$ cat src/design/ldr_pkg.sv
// Shared types, register indexes and small functions for the LED dice roll controller.
package ldr_pkg;

    // Phase of the roll, as reported on the result port
    typedef enum logic [2:0] {
        PH_SLEEP = 3'd0,
        PH_QUICK = 3'd1,
        PH_SLOW  = 3'd2,
        PH_BLINK = 3'd3,
        PH_HOLD  = 3'd4
    } ldr_phase_t;

    // Per-tick sequencer
    typedef enum logic [2:0] {
        S_IDLE,
        S_DISPATCH,
        S_DRAW,
        S_SLOW_ADV,
        S_SQ,
        S_DIV,
        S_MUL,
        S_DONE
    } ldr_seq_t;

    // Configuration register indexes
    localparam logic [2:0] CFG_SHORT_PRESS  = 3'd0;
    localparam logic [2:0] CFG_QUICK_PERIOD = 3'd1;
    localparam logic [2:0] CFG_LONG_PRESS   = 3'd2;
    localparam logic [2:0] CFG_SLOW_STEPS   = 3'd3;
    localparam logic [2:0] CFG_SLOW_UNIT    = 3'd4;
    localparam logic [2:0] CFG_BLINK_COUNT  = 3'd5;
    localparam logic [2:0] CFG_BLINK_HALF   = 3'd6;
    localparam logic [2:0] CFG_HOLD         = 3'd7;

    // floor(x/10) for x < 4096 as (x * 3277) >> 15
    localparam logic [11:0] DIV10_RECIP = 12'd3277;
    localparam int          DIV10_SHIFT = 15;

    // One xorshift step, shifts 5, 3, 6
    function automatic logic [7:0] xorshift8(input logic [7:0] x);
        logic [7:0] t;
        t = x ^ (x << 5);
        t = t ^ (t >> 3);
        t = t ^ (t << 6);
        return t;
    endfunction

    // v mod 6 via reciprocal: q = (v * 171) >> 10 is exact for v < 256
    function automatic logic [2:0] mod6(input logic [7:0] v);
        logic [15:0] p;
        logic [5:0]  q;
        logic [7:0]  m;
        p = 16'(v) * 16'd171;
        q = p[15:10];
        m = v - {1'b0, q, 1'b0} - {q, 2'b00};
        return m[2:0];
    endfunction

    // LED port bits for each face
    function automatic logic [7:0] face_leds(input logic [2:0] f);
        logic [7:0] r;
        case (f)
            3'd0:    r = 8'h08;
            3'd1:    r = 8'h84;
            3'd2:    r = 8'h8C;
            3'd3:    r = 8'hC5;
            3'd4:    r = 8'hCD;
            3'd5:    r = 8'hE7;
            default: r = 8'h00;
        endcase
        return r;
    endfunction

endpackage

$ cat src/design/ldr_prng.sv
// Shared xorshift generator with redraw loop: steps until the face changes or the step limit is reached.
module ldr_prng import ldr_pkg::*; (
    input  logic       aclk,
    input  logic       aresetn,
    input  logic       start,
    output logic       done,
    output logic [2:0] face
);

    logic [7:0] value_reg, value_next;
    logic [2:0] last_reg, last_next;
    logic [7:0] cnt_reg, cnt_next;
    logic       run_reg, run_next;
    logic       redraw;

    assign face   = mod6(value_reg);
    // keep stepping while the face matches the old one, at most 255 steps
    assign redraw = (face == last_reg) && (cnt_reg != 8'hFF);
    assign done   = run_reg && !redraw;

    always_comb begin
        value_next = value_reg;
        last_next  = last_reg;
        cnt_next   = cnt_reg;
        run_next   = run_reg;
        if (start) begin
            last_next = face;
            cnt_next  = 8'd0;
            run_next  = 1'b1;
        end else if (run_reg) begin
            if (redraw) begin
                value_next = xorshift8(value_reg);
                cnt_next   = cnt_reg + 8'd1;
            end else begin
                run_next = 1'b0;
            end
        end
    end

    always_ff @(posedge aclk) begin
        if (!aresetn) begin
            value_reg <= 8'd1;
            run_reg   <= 1'b0;
        end else begin
            value_reg <= value_next;
            run_reg   <= run_next;
        end
        last_reg <= last_next;
        cnt_reg  <= cnt_next;
    end

endmodule

$ cat src/design/led_dice_roll_controller_top.sv
// Top level of the LED dice roll controller: tick sequencer, config registers, result register.
// Each tick item passes idle, dispatch and done; a draw adds the generator's redraw steps,
//   a slowing step adds advance, square, divide and multiply; zero-wait chains add up.
// Throughput: one item at a time; the next tick is taken once the sequencer is back in idle,
//   even while the previous result still waits in the output register.
// Reset: synchronous, active-low aresetn; config to defaults, sleep, generator 1, counters 0.
module led_dice_roll_controller_top import ldr_pkg::*; (
    input  logic        aclk,
    input  logic        aresetn,
    // tick input
    input  logic        s_valid,
    output logic        s_ready,
    input  logic        s_button_pressed,
    // result output
    output logic        m_valid,
    input  logic        m_ready,
    output logic [7:0]  m_led_pattern,
    output logic [2:0]  m_die_face,
    output logic [2:0]  m_phase,
    // config write port
    input  logic        cfg_we,
    input  logic [2:0]  cfg_index,
    input  logic [15:0] cfg_wdata
);

    // ---------------- configuration registers ----------------
    logic [15:0] short_press_reg;
    logic [7:0]  quick_period_reg;
    logic [15:0] long_press_reg;
    logic [5:0]  slow_steps_reg;
    logic [3:0]  slow_unit_reg;
    logic [7:0]  blink_count_reg;
    logic [9:0]  blink_half_reg;
    logic [15:0] hold_reg;

    always_ff @(posedge aclk) begin
        if (!aresetn) begin
            short_press_reg  <= 16'd200;
            quick_period_reg <= 8'd25;
            long_press_reg   <= 16'd10000;
            slow_steps_reg   <= 6'd27;
            slow_unit_reg    <= 4'd2;
            blink_count_reg  <= 8'd6;
            blink_half_reg   <= 10'd100;
            hold_reg         <= 16'd10000;
        end else if (cfg_we) begin
            case (cfg_index)
                CFG_SHORT_PRESS:  short_press_reg  <= cfg_wdata;
                CFG_QUICK_PERIOD: quick_period_reg <= cfg_wdata[7:0];
                CFG_LONG_PRESS:   long_press_reg   <= cfg_wdata;
                CFG_SLOW_STEPS:   slow_steps_reg   <= cfg_wdata[5:0];
                CFG_SLOW_UNIT:    slow_unit_reg    <= cfg_wdata[3:0];
                CFG_BLINK_COUNT:  blink_count_reg  <= cfg_wdata[7:0];
                CFG_BLINK_HALF:   blink_half_reg   <= cfg_wdata[9:0];
                CFG_HOLD:         hold_reg         <= cfg_wdata;
                default: ;
            endcase
        end
    end

    // ---------------- roll state ----------------
    ldr_seq_t    state_reg, state_next;
    ldr_phase_t  phase_reg, phase_next;
    logic [15:0] press_reg, press_next;
    logic [15:0] wait_reg, wait_next;
    logic [8:0]  step_reg, step_next;
    logic        await_reg, await_next;
    logic        btn_reg, btn_next;

    // slowing wait pipeline: i*i, then /10, then * unit
    logic [11:0] sq_reg, sq_next;
    logic [8:0]  div_reg, div_next;

    // result register
    logic        m_valid_reg, m_valid_next;
    logic [7:0]  led_reg, led_next;
    logic [2:0]  face_reg, face_next;
    logic [2:0]  phase_out_reg, phase_out_next;

    // generator
    logic        draw_start;
    logic        draw_done;
    logic [2:0]  face;

    ldr_prng u_prng (
        .aclk    (aclk),
        .aresetn (aresetn),
        .start   (draw_start),
        .done    (draw_done),
        .face    (face)
    );

    // ---------------- shared decision terms ----------------
    logic [7:0]  quick_per;      // zero period reads as 1
    logic [9:0]  blink_half;     // zero half reads as 1
    logic [15:0] wait_dec;
    logic        wait_zero;
    logic [9:0]  step_inc;
    logic        slow_end;
    logic        blink_end;
    logic        press_over;
    logic        press_short;
    logic [16:0] press_sum;
    logic [15:0] press_sat;
    logic [23:0] div_prod;
    logic [12:0] mul_val;

    assign quick_per   = (quick_period_reg == 8'd0) ? 8'd1 : quick_period_reg;
    assign blink_half  = (blink_half_reg == 10'd0) ? 10'd1 : blink_half_reg;
    assign wait_dec    = (wait_reg == 16'd0) ? 16'd0 : wait_reg - 16'd1;
    assign wait_zero   = (wait_dec == 16'd0);
    assign step_inc    = {1'b0, step_reg} + 10'd1;
    assign slow_end    = step_inc > {4'd0, slow_steps_reg};
    assign blink_end   = step_inc >= {1'b0, blink_count_reg, 1'b0};
    assign press_over  = press_reg > long_press_reg;
    assign press_short = press_reg <= short_press_reg;
    assign press_sum   = {1'b0, press_reg} + {9'd0, quick_per};
    assign press_sat   = press_sum[16] ? 16'hFFFF : press_sum[15:0];
    assign div_prod    = {12'd0, sq_reg} * {12'd0, DIV10_RECIP};
    assign mul_val     = {4'd0, div_reg} * {9'd0, slow_unit_reg};

    assign s_ready       = (state_reg == S_IDLE);
    assign m_valid       = m_valid_reg;
    assign m_led_pattern = led_reg;
    assign m_die_face    = face_reg;
    assign m_phase       = phase_out_reg;

    // ---------------- next state ----------------
    always_comb begin
        state_next = state_reg;
        case (state_reg)
            S_IDLE: begin
                if (s_valid) state_next = S_DISPATCH;
            end
            S_DISPATCH: begin
                case (phase_reg)
                    PH_QUICK: begin
                        if (!wait_zero || press_over) state_next = S_DONE;
                        else if (btn_reg)             state_next = S_DRAW;
                        else if (press_short)         state_next = S_DONE;
                        else                          state_next = S_SLOW_ADV;
                    end
                    PH_SLOW, PH_BLINK, PH_HOLD: begin
                        if (btn_reg)                   state_next = S_DRAW;
                        else if (!wait_zero)           state_next = S_DONE;
                        else if (phase_reg == PH_SLOW) state_next = S_SLOW_ADV;
                        else                           state_next = S_DONE;
                    end
                    default: begin
                        if (!await_reg && btn_reg) state_next = S_DRAW;
                        else                       state_next = S_DONE;
                    end
                endcase
            end
            S_DRAW: begin
                // a slowing draw goes on to work out its wait
                if (draw_done) state_next = (phase_reg == PH_SLOW) ? S_SQ : S_DONE;
            end
            S_SLOW_ADV: state_next = slow_end ? S_DONE : S_DRAW;
            S_SQ:       state_next = S_DIV;
            S_DIV:      state_next = S_MUL;
            S_MUL:      state_next = (mul_val != 13'd0) ? S_DONE : S_SLOW_ADV;
            S_DONE: begin
                if (!m_valid_reg || m_ready) state_next = S_IDLE;
            end
            default:    state_next = S_IDLE;
        endcase
    end

    // ---------------- datapath and outputs ----------------
    always_comb begin
        phase_next     = phase_reg;
        press_next     = press_reg;
        wait_next      = wait_reg;
        step_next      = step_reg;
        await_next     = await_reg;
        btn_next       = btn_reg;
        sq_next        = sq_reg;
        div_next       = div_reg;
        draw_start     = 1'b0;
        m_valid_next   = m_valid_reg && !m_ready;
        led_next       = led_reg;
        face_next      = face_reg;
        phase_out_next = phase_out_reg;

        case (state_reg)
            S_IDLE: begin
                if (s_valid) btn_next = s_button_pressed;
            end
            S_DISPATCH: begin
                case (phase_reg)
                    PH_QUICK: begin
                        wait_next = wait_dec;
                        if (wait_zero) begin
                            if (press_over) begin
                                phase_next = PH_SLEEP;
                                await_next = 1'b1;
                            end else if (btn_reg) begin
                                draw_start = 1'b1;
                                press_next = press_sat;
                                wait_next  = {8'd0, quick_per};
                            end else if (press_short) begin
                                phase_next = PH_SLEEP;
                            end else begin
                                phase_next = PH_SLOW;
                                step_next  = 9'd0;
                            end
                        end
                    end
                    PH_SLOW, PH_BLINK, PH_HOLD: begin
                        if (btn_reg) begin
                            // any press restarts quick cycling
                            phase_next = PH_QUICK;
                            draw_start = 1'b1;
                            press_next = {8'd0, quick_per};
                            wait_next  = {8'd0, quick_per};
                        end else begin
                            wait_next = wait_dec;
                            if (wait_zero) begin
                                if (phase_reg == PH_BLINK) begin
                                    step_next = step_inc[8:0];
                                    if (blink_end) begin
                                        if (hold_reg == 16'd0) begin
                                            phase_next = PH_SLEEP;
                                        end else begin
                                            phase_next = PH_HOLD;
                                            wait_next  = hold_reg;
                                        end
                                    end else begin
                                        wait_next = {6'd0, blink_half};
                                    end
                                end else if (phase_reg == PH_HOLD) begin
                                    phase_next = PH_SLEEP;
                                end
                            end
                        end
                    end
                    default: begin
                        phase_next = PH_SLEEP;
                        if (await_reg) begin
                            if (!btn_reg) await_next = 1'b0;
                        end else if (btn_reg) begin
                            phase_next = PH_QUICK;
                            draw_start = 1'b1;
                            press_next = {8'd0, quick_per};
                            wait_next  = {8'd0, quick_per};
                        end
                    end
                endcase
            end
            S_SLOW_ADV: begin
                if (slow_end) begin
                    // slowing done: blink, or hold, or sleep when both are zero length
                    if (blink_count_reg != 8'd0) begin
                        phase_next = PH_BLINK;
                        step_next  = 9'd0;
                        wait_next  = {6'd0, blink_half};
                    end else if (hold_reg != 16'd0) begin
                        phase_next = PH_HOLD;
                        wait_next  = hold_reg;
                    end else begin
                        phase_next = PH_SLEEP;
                    end
                end else begin
                    step_next  = step_inc[8:0];
                    draw_start = 1'b1;
                end
            end
            S_SQ: begin
                // slowing step index is at most 63 here
                sq_next = {6'd0, step_reg[5:0]} * {6'd0, step_reg[5:0]};
            end
            S_DIV: begin
                div_next = div_prod[DIV10_SHIFT +: 9];
            end
            S_MUL: begin
                wait_next = {3'd0, mul_val};
            end
            S_DONE: begin
                if (!m_valid_reg || m_ready) begin
                    m_valid_next   = 1'b1;
                    face_next      = face;
                    phase_out_next = phase_reg;
                    // dark in sleep and in the off halves of the blink
                    if (phase_reg == PH_SLEEP || (phase_reg == PH_BLINK && !step_reg[0]))
                        led_next = 8'h00;
                    else
                        led_next = face_leds(face);
                end
            end
            default: ;
        endcase
    end

    always_ff @(posedge aclk) begin
        if (!aresetn) begin
            state_reg   <= S_IDLE;
            phase_reg   <= PH_SLEEP;
            press_reg   <= 16'd0;
            wait_reg    <= 16'd0;
            step_reg    <= 9'd0;
            await_reg   <= 1'b0;
            m_valid_reg <= 1'b0;
        end else begin
            state_reg   <= state_next;
            phase_reg   <= phase_next;
            press_reg   <= press_next;
            wait_reg    <= wait_next;
            step_reg    <= step_next;
            await_reg   <= await_next;
            m_valid_reg <= m_valid_next;
        end
        btn_reg       <= btn_next;
        sq_reg        <= sq_next;
        div_reg       <= div_next;
        led_reg       <= led_next;
        face_reg      <= face_next;
        phase_out_reg <= phase_out_next;
    end

endmodule
$ cat config.mk
export PLATFORM = sky130hd
export DESIGN_NAME = led_dice_roll_controller_top
export DESIGN_NICKNAME = d
export VERILOG_FILES = /design/src/design/ldr_pkg.sv /design/src/design/ldr_prng.sv /design/src/design/led_dice_roll_controller_top.sv
export SDC_FILE = /design/constraint.sdc
export NUM_CORES = 1
export LEC_CHECK = 0
export ABC_AREA = 1
export BUFFER_PORTS_ARGS = -buffer_cell sky130_fd_sc_hd__buf_2
export CORE_MARGIN = 2
export CORE_UTILIZATION = 65
export CTS_CLUSTER_DIAMETER = 80
export DETAILED_ROUTE_END_ITERATION = 10
export PLACE_DENSITY_LB_ADDON = 0.15
export SLEW_MARGIN = 0
export SYNTH_ARGS = -nofsm -noshare
export SYNTH_HDL_FRONTEND = slang
export SYNTH_SLANG_ARGS = --single-unit
$ cat constraint.sdc
create_clock -name aclk -period 13.3 [get_ports aclk]
set_input_delay 0 -clock aclk [delete_from_list [all_inputs] [get_ports aclk]]
set_output_delay 0 -clock aclk [all_outputs]
set_load 0.005 [all_outputs]
* Yosys cells after proc, flatten, opt, wreduce, memory -nomap -nowiden
Cells that the tools add are included.
** Storage, ports and cells
- Register bits after elaboration :: 189
- Bits of input ports :: 25
- Logic and storage cells :: 226
** Cells by class
- Add/subtract/negate cells :: 6
- $mul :: 4
- Magnitude comparators :: 4
- Equality and inequality tests :: 50
- Mux-type cells :: 85
- Bitwise operators :: 5
- Reduce and logical (&&, ||, !) cells :: 47
** Operators by type and width (number)
- $mux W16 :: 20
- $mux W9 :: 9
- $mux W3 :: 24
- $pmux W16 S2 :: 2
- $logic_not A16 Y1 :: 3
- $pmux W16 S3 :: 1
- $pmux W8 S6 :: 1
- $pmux W9 S2 :: 2
- $eq A3 B3 Y1 const B :: 11
- $ne A3 B3 Y1 const B :: 10
- $eq A3 B2 Y1 const B :: 8
- $mul A12 B12 Y24 const B :: 1
- $pmux W3 S8 :: 1
- $reduce_and A2 Y1 :: 11
- $pmux W3 S2 :: 3
- $add A16 B8 Y17 :: 1
- $gt A16 B16 Y1 :: 1
- $le A16 B16 Y1 :: 1
- $ne A2 B2 Y1 const B :: 8
- $ne A4 B4 Y1 const B :: 4
- $reduce_bool A16 Y1 :: 1
- $sub A16 B1 Y16 const B :: 1
- $xor A8 B8 Y8 :: 2
- $mux W1 :: 15
- other kinds (35) :: 60

* Depth between registers and ports, before layout
Gate-level depths: netlist (run 1).
- Depth after elaboration :: 9
- Gate-level depth with buffers :: 27
- Gate-level depth less buffers :: 27

* By module
Synthesis (run 1) repeated with hierarchy kept, for this count alone.
** Second synthesis, totals
- Cell total of the unflattened synthesis :: 2231
- Area total of the unflattened synthesis :: 16161.8 um^2
** Modules (own cells, without submodules)
- led_dice_roll_controller_top :: instances 1, cells each 1963, area each 14084.8 um^2
- ldr_prng :: instances 1, cells each 268, area each 2077.0 um^2

* Worst setup path after synthesis (run 1)
OpenSTA, ideal clock, no wires.
- Kind :: reg-to-reg
- Start point :: register u_prng.value_reg[1]
- End point :: register u_prng.value_reg[5]
- Arrival :: 4.598 ns
- Required time :: 13.230 ns
- Path slack :: 8.632 ns
- Stages on the path, launching flop included :: 25
- Path through :: dfxtp_1 ha_1 fa_1 fa_1 inv_1 fa_1 inv_1 ha_1 nand2_1 a21oi_1 nor2_1 nand2_1 nand2_1 nand2_1 ha_1 xnor2_1 nand3b_1 nand3_1 nand2_1 nand2_1 nand4_1 nor2_2 buf_6 nand2_1 a21oi_1
** Between the ends
- Cells in the longest elaborated chain, start to end :: 6
** Ends and longest elaborated chain
- start, declared :: line ldr_prng.sv:10 : logic [7:0] value_reg, value_next;
- start signal, assigned :: line ldr_prng.sv:45 : value_reg <= value_next;
- $mul A8 B8 Y12 :: line ldr_pkg.sv:53 : p = 16'(v) * 16'd171;
- $sub A3 B3 Y3 :: line ldr_pkg.sv:55 : m = v - {1'b0, q, 1'b0} - {q, 2'b00};
- $sub A3 B3 Y3 * :: line ldr_pkg.sv:55
- $eq A3 B3 Y1 * :: line ldr_prng.sv:18 : assign redraw = (face == last_reg) && (cnt_reg != 8'hFF);
- $logic_and A1 B1 Y1 * :: line ldr_prng.sv:18
- $reduce_and A3 Y1 (no source line) *
Mark *: on every way between the ends. The rest lies on a longest branch, timed or not.
A chain may end at the register's enable or synchronous reset.

* Worst setup path after layout (run 1)
- Start point :: register u_prng.value_reg[1]
- End point :: register u_prng.value_reg[6]
** Between the ends
- Cells in the longest elaborated chain, start to end :: 6
- Elaborated cells between the ends (all ways) :: 9
- Classes of those cells :: add/sub: 2; mul: 1; eq/ne: 1; bitwise: 3; reduce/logical: 2
** Ends and longest elaborated chain (line)
- $mul A8 B8 Y12 :: ldr_pkg.sv:53
- $sub A3 B3 Y3 (2 in a row) :: ldr_pkg.sv:55
- $eq A3 B3 Y1 :: ldr_prng.sv:18
- $logic_and A1 B1 Y1 :: ldr_prng.sv:18
- $reduce_and A3 Y1 (no source line)
Parallel ways exist; a longest one is shown, timed or not.

==> metrics.cfg, run 1 <==
[placement]
gp_congestion = 1.02
portBuffers = 39
dp_cells = 2553
pre_cts_slack_ps = 7870
hpwl_um = 33300
postPlaceCellArea_sq_um = 16500

[die]
core_sq_um = 24300
dieWidth_um = 161
start_util_pct = 66.2
io_pins = 41
die_area_sq_um = 26100
fp.dieH_um = 161
rows = 57

[sta]
drv_slew = 0
setup_violations = 0
skew_ps = 20.3
min_period_ps = 5510
whs_ps = 78.8
period_share_pct = 41.4
hold_viol_final = 0
setup_tns_ps = 0
slew_headroom_pct = 21.7
rsz0062_at_grt = no
fmax_mhz = 182
worstMarginPinSlew_ps = 1170
fin_ws_ps = 7790

[drt]
drc = 1
drtAntennaViolNets = 0
vias = 14800
wl_um = 43000
avgViaCountPerCell = 5.69
dr.pass1.iters = 8
post_drt_wl_per_cell_um = 16.5
drtIter0Drc = 1169

[worst_setup_path]
cp_slowest_cell = dfxtp_1
critical_path_arrival_ps = 5790
critPathMostFrequentCell = nand2_1
critPathBufInv = 3
crit_required_ps = 13590
crit_type = flip-flop to flip-flop
reg2reg_depth = 25
crit_path_start_kind = flip-flop
path_max_fanout = 12
cp_num_cells = 25
end_kind = flip-flop
critical_path.max_stage_delay_ps = 590
crit_family = adder cells

[grt]
grtUsageTotal_pct = 33.6
grt_max_degree = 90
grt_pass1_wl_um = 70200
grt_antenna_before_repair = 0
grt_pass1_vias = 14100
overflow = 0

[logic_synthesis]
syn_inst = 2245
ys_warn_count = 0
synth_mux_area_share_pct = 0.0699
synth_seq_area_share_pct = 25.0
synth_compound_area_share_pct = 14.4
syn-cell-area_sq_um = 16100
avgSynthCellArea_sq_um = 7.17
synth_top_family_by_area = adder cells
synth.distinct_cells = 55
synth-simple-area-share_pct = 22.5
synth-xor-area-share_pct = 2.83
synth_edf_count = 34
synth_async_sr_flop_share_pct = 0
synth-seq-cells = 184
synthFlopType = dfxtp_1
synth_fa_ha_area_share_pct = 24.2

[clock_tree]
h-tree-depth = 4
cts_buffers = 17
cts_buffer_depth = 2
root_buffer = clkbuf_16
post-cts-setup-buffers = 0
clk-insertion-delay-late_ps = 460
cts_tree = yes
cts_resized = 0
clkSlewWorstSetupHoldPaths_ps = 90
ctsHoldBuffers = 20
clkSinkCount = 184

[power]
leakage_nw = 8.83
pwr-share-clk_pct = 15.0
power.density_nw_per_um2 = 196
netSwitchingPower_mw = 1.73
power_mw = 3.38
internal-power_mw = 1.64
ir_drop_uv = 270
power_frac_comb_pct = 62.0
p_seq_share_pct = 23.0
switching_share_pct = 51.3

[run_status]
failed_checks = design-rule violations
status = complete, but fails checks

[finish]
layout_common_cells = nand2_1, inv_1, ha_1
final_core_util_pct = 70.9
n_antenna_cell = 0
final_common_cell = nand2_1
fillCellCount = 2043
drive_above_1_share_pct = 5.13
final_cell_count_no_fill = 2605
syn_to_final_growth_pct = 7.13
fin_nets = 2564
stdcell_area_sq_um = 17300

[flow_run]
maxCapViolations = 0

[min_path]
whs_path_depth = 4
hp-class = primary input to flip-flop

-- logic make-up after synthesis --
kind of cell,count (synthesis)
other cells,1
xor+xnor,52
fa+ha+maj,271
simple gates,857
buf+inv,456
compound gates,423
mux,1
flops,184
-- tightest hold or removal path, cell delays in order --
cell and delay (ps):
buf_2 110, nand2_1 80, nor2_1 130, o211ai_1 170
-- path summary, 6_finish.rpt --
kind	from	to	slack [ps]
min	cfg_index[0]	slow_steps_reg[4]$_SDFFE_PN1P_	80
max reg2reg	u_prng.value_reg[1]$_SDFFE_PN0P_	u_prng.value_reg[6]$_SDFFE_PN0P_	7790
max	u_prng.value_reg[1]$_SDFFE_PN0P_	u_prng.value_reg[6]$_SDFFE_PN0P_	7790
min reg2reg	short_press_reg[10]$_SDFFE_PN0P_	short_press_reg[10]$_SDFFE_PN0P_	460
-- cell usage after synthesis (4+ instances only) --
cell      number  share of area [%]
nand2_1      486                 11
inv_1        387                9.0
ha_1         203                 16
nor2_1       183                4.3
a21oi_1      181                5.6
dfxtp_1      150                 19
o21ai_0      148                4.6
nand3_1       94                2.9
fa_1          68                8.5
clkbuf_1      44                1.0
edfxtp_1      34                6.3
xor2_1        31                1.7
nand4_1       26                1.0
o211ai_1      23                1.1
xnor2_1       21                1.1
nor3_1        18               0.56
a211oi_1      14               0.65
nor2_2        14               0.54
o22ai_1       13               0.50
buf_2         12               0.37
o21ai_1       10               0.31
o21bai_1      10               0.47
nand3_2        7               0.44
nor4_1         7               0.27
nand2_2        5               0.19
buf_4          4               0.19
o21a_1         4               0.19
-- metal layers --
| metal | routed length (um) | up-vias | track usage (%) |
|---|---|---|---|
| met5 | 0 | - | 0 |
| met4 | 1230 | 0 | 10.5 |
| met3 | 2730 | 79 | 5.21 |
| met2 | 20000 | 510 | 56.2 |
| met1 | 19100 | 6921 | 44.8 |
| li1 | - | 7316 | - |
-- layout make-up --
cell class                      count  area [sq um]  area share [%]
Multi-Input combinational cell   1608         10300            59.9
Tap cell                          324           405            2.35
Inverter                          392          1470            8.53
Clock inverter                     14           140           0.812
Clock buffer                       18           439            2.55
Sequential cell                   184          4020            23.3
Timing Repair Buffer               65           440            2.55
-- power by group through the flow --
stage / registers, mW / clock network [mW] / logic [mW]
2_1_floorplan: 0.747 / 0 / 1.56
5_1_grt: 0.788 / 0.530 / 2.35
3_3_place_gp: 0.785 / 0 / 1.95
3_5_place_dp: 0.787 / 0 / 2.03
6_report: 0.778 / 0.506 / 2.09
4_1_cts: 0.776 / 0.508 / 2.05
(Power assumes the default switching activity.)
==> run 2, diff against run 1 <==
==> constraint.sdc (replaced) <==
create_clock -name aclk -period 5.44 [get_ports aclk]
set_input_delay 0 -clock aclk [delete_from_list [all_inputs] [get_ports aclk]]
set_output_delay 0 -clock aclk [all_outputs]
set_load 0.005 [all_outputs]
==> metrics.cfg, run 2 (synthesized netlist as in run 1, its figures left out) <==
[sta]
slew_headroom_pct = 22.0
worstMarginPinSlew_ps = 1170
hold_viol_final = 0
drv_slew = 0
fmax_mhz = 200
skew_ps = 15.1
rsz0062_at_grt = no
setup_tns_ps = 0
period_share_pct = 92.1
min_period_ps = 5010
setup_violations = 0
fin_ws_ps = 430

[worst_setup_path]
r2r-end = u_prng.cnt_reg[3]$_SDFFE_PP0P_
crit_required_ps = 5790
cp_slowest_cell = dfxtp_1
path_max_fanout = 8
critical_path_arrival_ps = 5360
crit_path_start_kind = flip-flop
reg2reg_depth = 25
reg2reg_from = u_prng.value_reg[2]$_SDFFE_PN0P_
end_kind = flip-flop
r2r_slack_ps = 430
critPathBufInv = 3
critPathMostFrequentCell = nand2_1
critical_path.max_stage_delay_ps = 540
crit_type = flip-flop to flip-flop
crit_family = adder cells

[die]
rows = 57
core_sq_um = 24300
dieWidth_um = 161
start_util_pct = 66.2
fp.dieH_um = 161
io_pins = 41
die_area_sq_um = 26100

[run_status]
status = completed

[drt]
wl_um = 42300
drtAntennaViolNets = 0
dr.pass1.iters = 8
drc = 0
post_drt_wl_per_cell_um = 16.2
vias = 14900
drtIter0Drc = 1324
avgViaCountPerCell = 5.70

[min_path]
hp-class = primary input to flip-flop
holdPathEnd = blink_half_reg[5]$_SDFFE_PN1P_
hold_start = aresetn
whs_path_depth = 2

[clock_tree]
clkSinkCount = 184
clk-insertion-delay-late_ps = 450
cts_buffers = 17
clkSlewWorstSetupHoldPaths_ps = 70
cts_buffer_depth = 2
h-tree-depth = 4
root_buffer = clkbuf_16
cts_tree = yes

[finish]
layout_common_cells = nand2_1, inv_1, ha_1
drive_above_1_share_pct = 5.30
syn_to_final_growth_pct = 7.41
n_antenna_cell = 0
stdcell_area_sq_um = 17300
final_core_util_pct = 71.1
fin_nets = 2568
final_common_cell = nand2_1

[placement]
pre_cts_slack_ps = 422
portBuffers = 39
hpwl_um = 32700
gp_congestion = 1.02
postPlaceCellArea_sq_um = 16500

[power]
power.density_nw_per_um2 = 475
leakage_nw = 8.86
ir_drop_uv = 485

[grt]
grt_pass1_vias = 14600
grtUsageTotal_pct = 33.2
overflow = 0
grt_pass1_wl_um = 70200
grt_antenna_before_repair = 0
grt_max_degree = 72

[flow_run]
maxCapViolations = 0

## run 2: cell count changes in the layout (fill, tap and decap cells not counted)
cell           change
inv_4              +1
clkinvlp_4         -1
inv_8              +1
clkinv_4           +1
clkinv_8           -1
nor2_2             -1
nor2_4             +1
clkinv_2           -3
dlygate4sd3_1      -1
clkbuf_16          +1
buf_4              +5
## run 2: metal layers
metal | vias to the layer above | share of wire (%) | GRT usage (%)
met5 | - | 0 | 0
met4 | 0 | 3.0 | 11.3
li1 | 7317 | - | -
met2 | 550 | 47 | 56.5
met3 | 90 | 7.5 | 4.80
met1 | 6911 | 43 | 43.4
## run 2: worst reg2reg max path, stage by stage (launching register included)
cell and delay [ps]:
dfxtp_1 540, ha_1 260, fa_1 440, fa_1 520, inv_1 60, fa_1 530, inv_1 50, ha_1 280
nand2_1 110, a21oi_1 50, nor2_1 120, nand2_1 70, nand2_1 70, nand2_1 70, ha_1 210, xnor2_1 160
nand3b_1 150, nand2_1 60, nand2_1 70, nand2_1 130, nand2_1 110, nand4_1 150, buf_4 200, nor2_1 190
nor2_1 70, nor3b_1 220
## run 2: area by class of cell
type | count | area (sq um)
Multi-Input combinational cell | 1608 | 10300
Fill cell | 2035 | 7020
Sequential cell | 184 | 4020
Inverter | 392 | 1470
Timing Repair Buffer | 69 | 468
Clock buffer | 19 | 464
Tap cell | 324 | 405
Clock inverter | 12 | 128
## run 2: where the power goes
part	total, mW	switching, mW	internal (mW)	leakage (nW)
Combinational	5.06	3.31	1.74	7.04
Sequential	1.90	0.238	1.66	1.53
Clock	1.26	0.611	0.648	0.293
## run 2: timing repair
item,CTS,global route
hold buffers,19,0
endpoints found under the setup margin,0,1
endpoints found under the hold margin,61,0
resized for setup,0,1
setup buffers,0,0
## run 2: worst max path at each step
stage / start / end / slack (ps) / depth (start not counted)
floorplan: u_prng.value_reg[1]$_SDFFE_PN0P_ / u_prng.value_reg[5]$_SDFFE_PN0P_ / 770 / 24
finish: u_prng.value_reg[2]$_SDFFE_PN0P_ / u_prng.cnt_reg[3]$_SDFFE_PP0P_ / 430 / 25
global route: u_prng.value_reg[2]$_SDFFE_PN0P_ / u_prng.cnt_reg[4]$_SDFFE_PP0P_ / 60 / 26
global placement: u_prng.value_reg[2]$_SDFFE_PN0P_ / u_prng.value_reg[6]$_SDFFE_PN0P_ / 580 / 25
detailed placement: u_prng.value_reg[2]$_SDFFE_PN0P_ / u_prng.value_reg[1]$_SDFFE_PN0P_ / 420 / 25
CTS: u_prng.value_reg[2]$_SDFFE_PN0P_ / u_prng.value_reg[1]$_SDFFE_PN0P_ / 410 / 25
## run 2: through the flow
step           hold WS (ps)  total power [mW]  cells
4_1_cts                64.5              8.14   2608
3_3_place_gp            180              6.68   2558
5_1_grt                 133              8.97   2608
3_5_place_dp            190              6.84   2558
6_report               79.7              8.21   2608
2_1_floorplan          98.9              5.63   2248
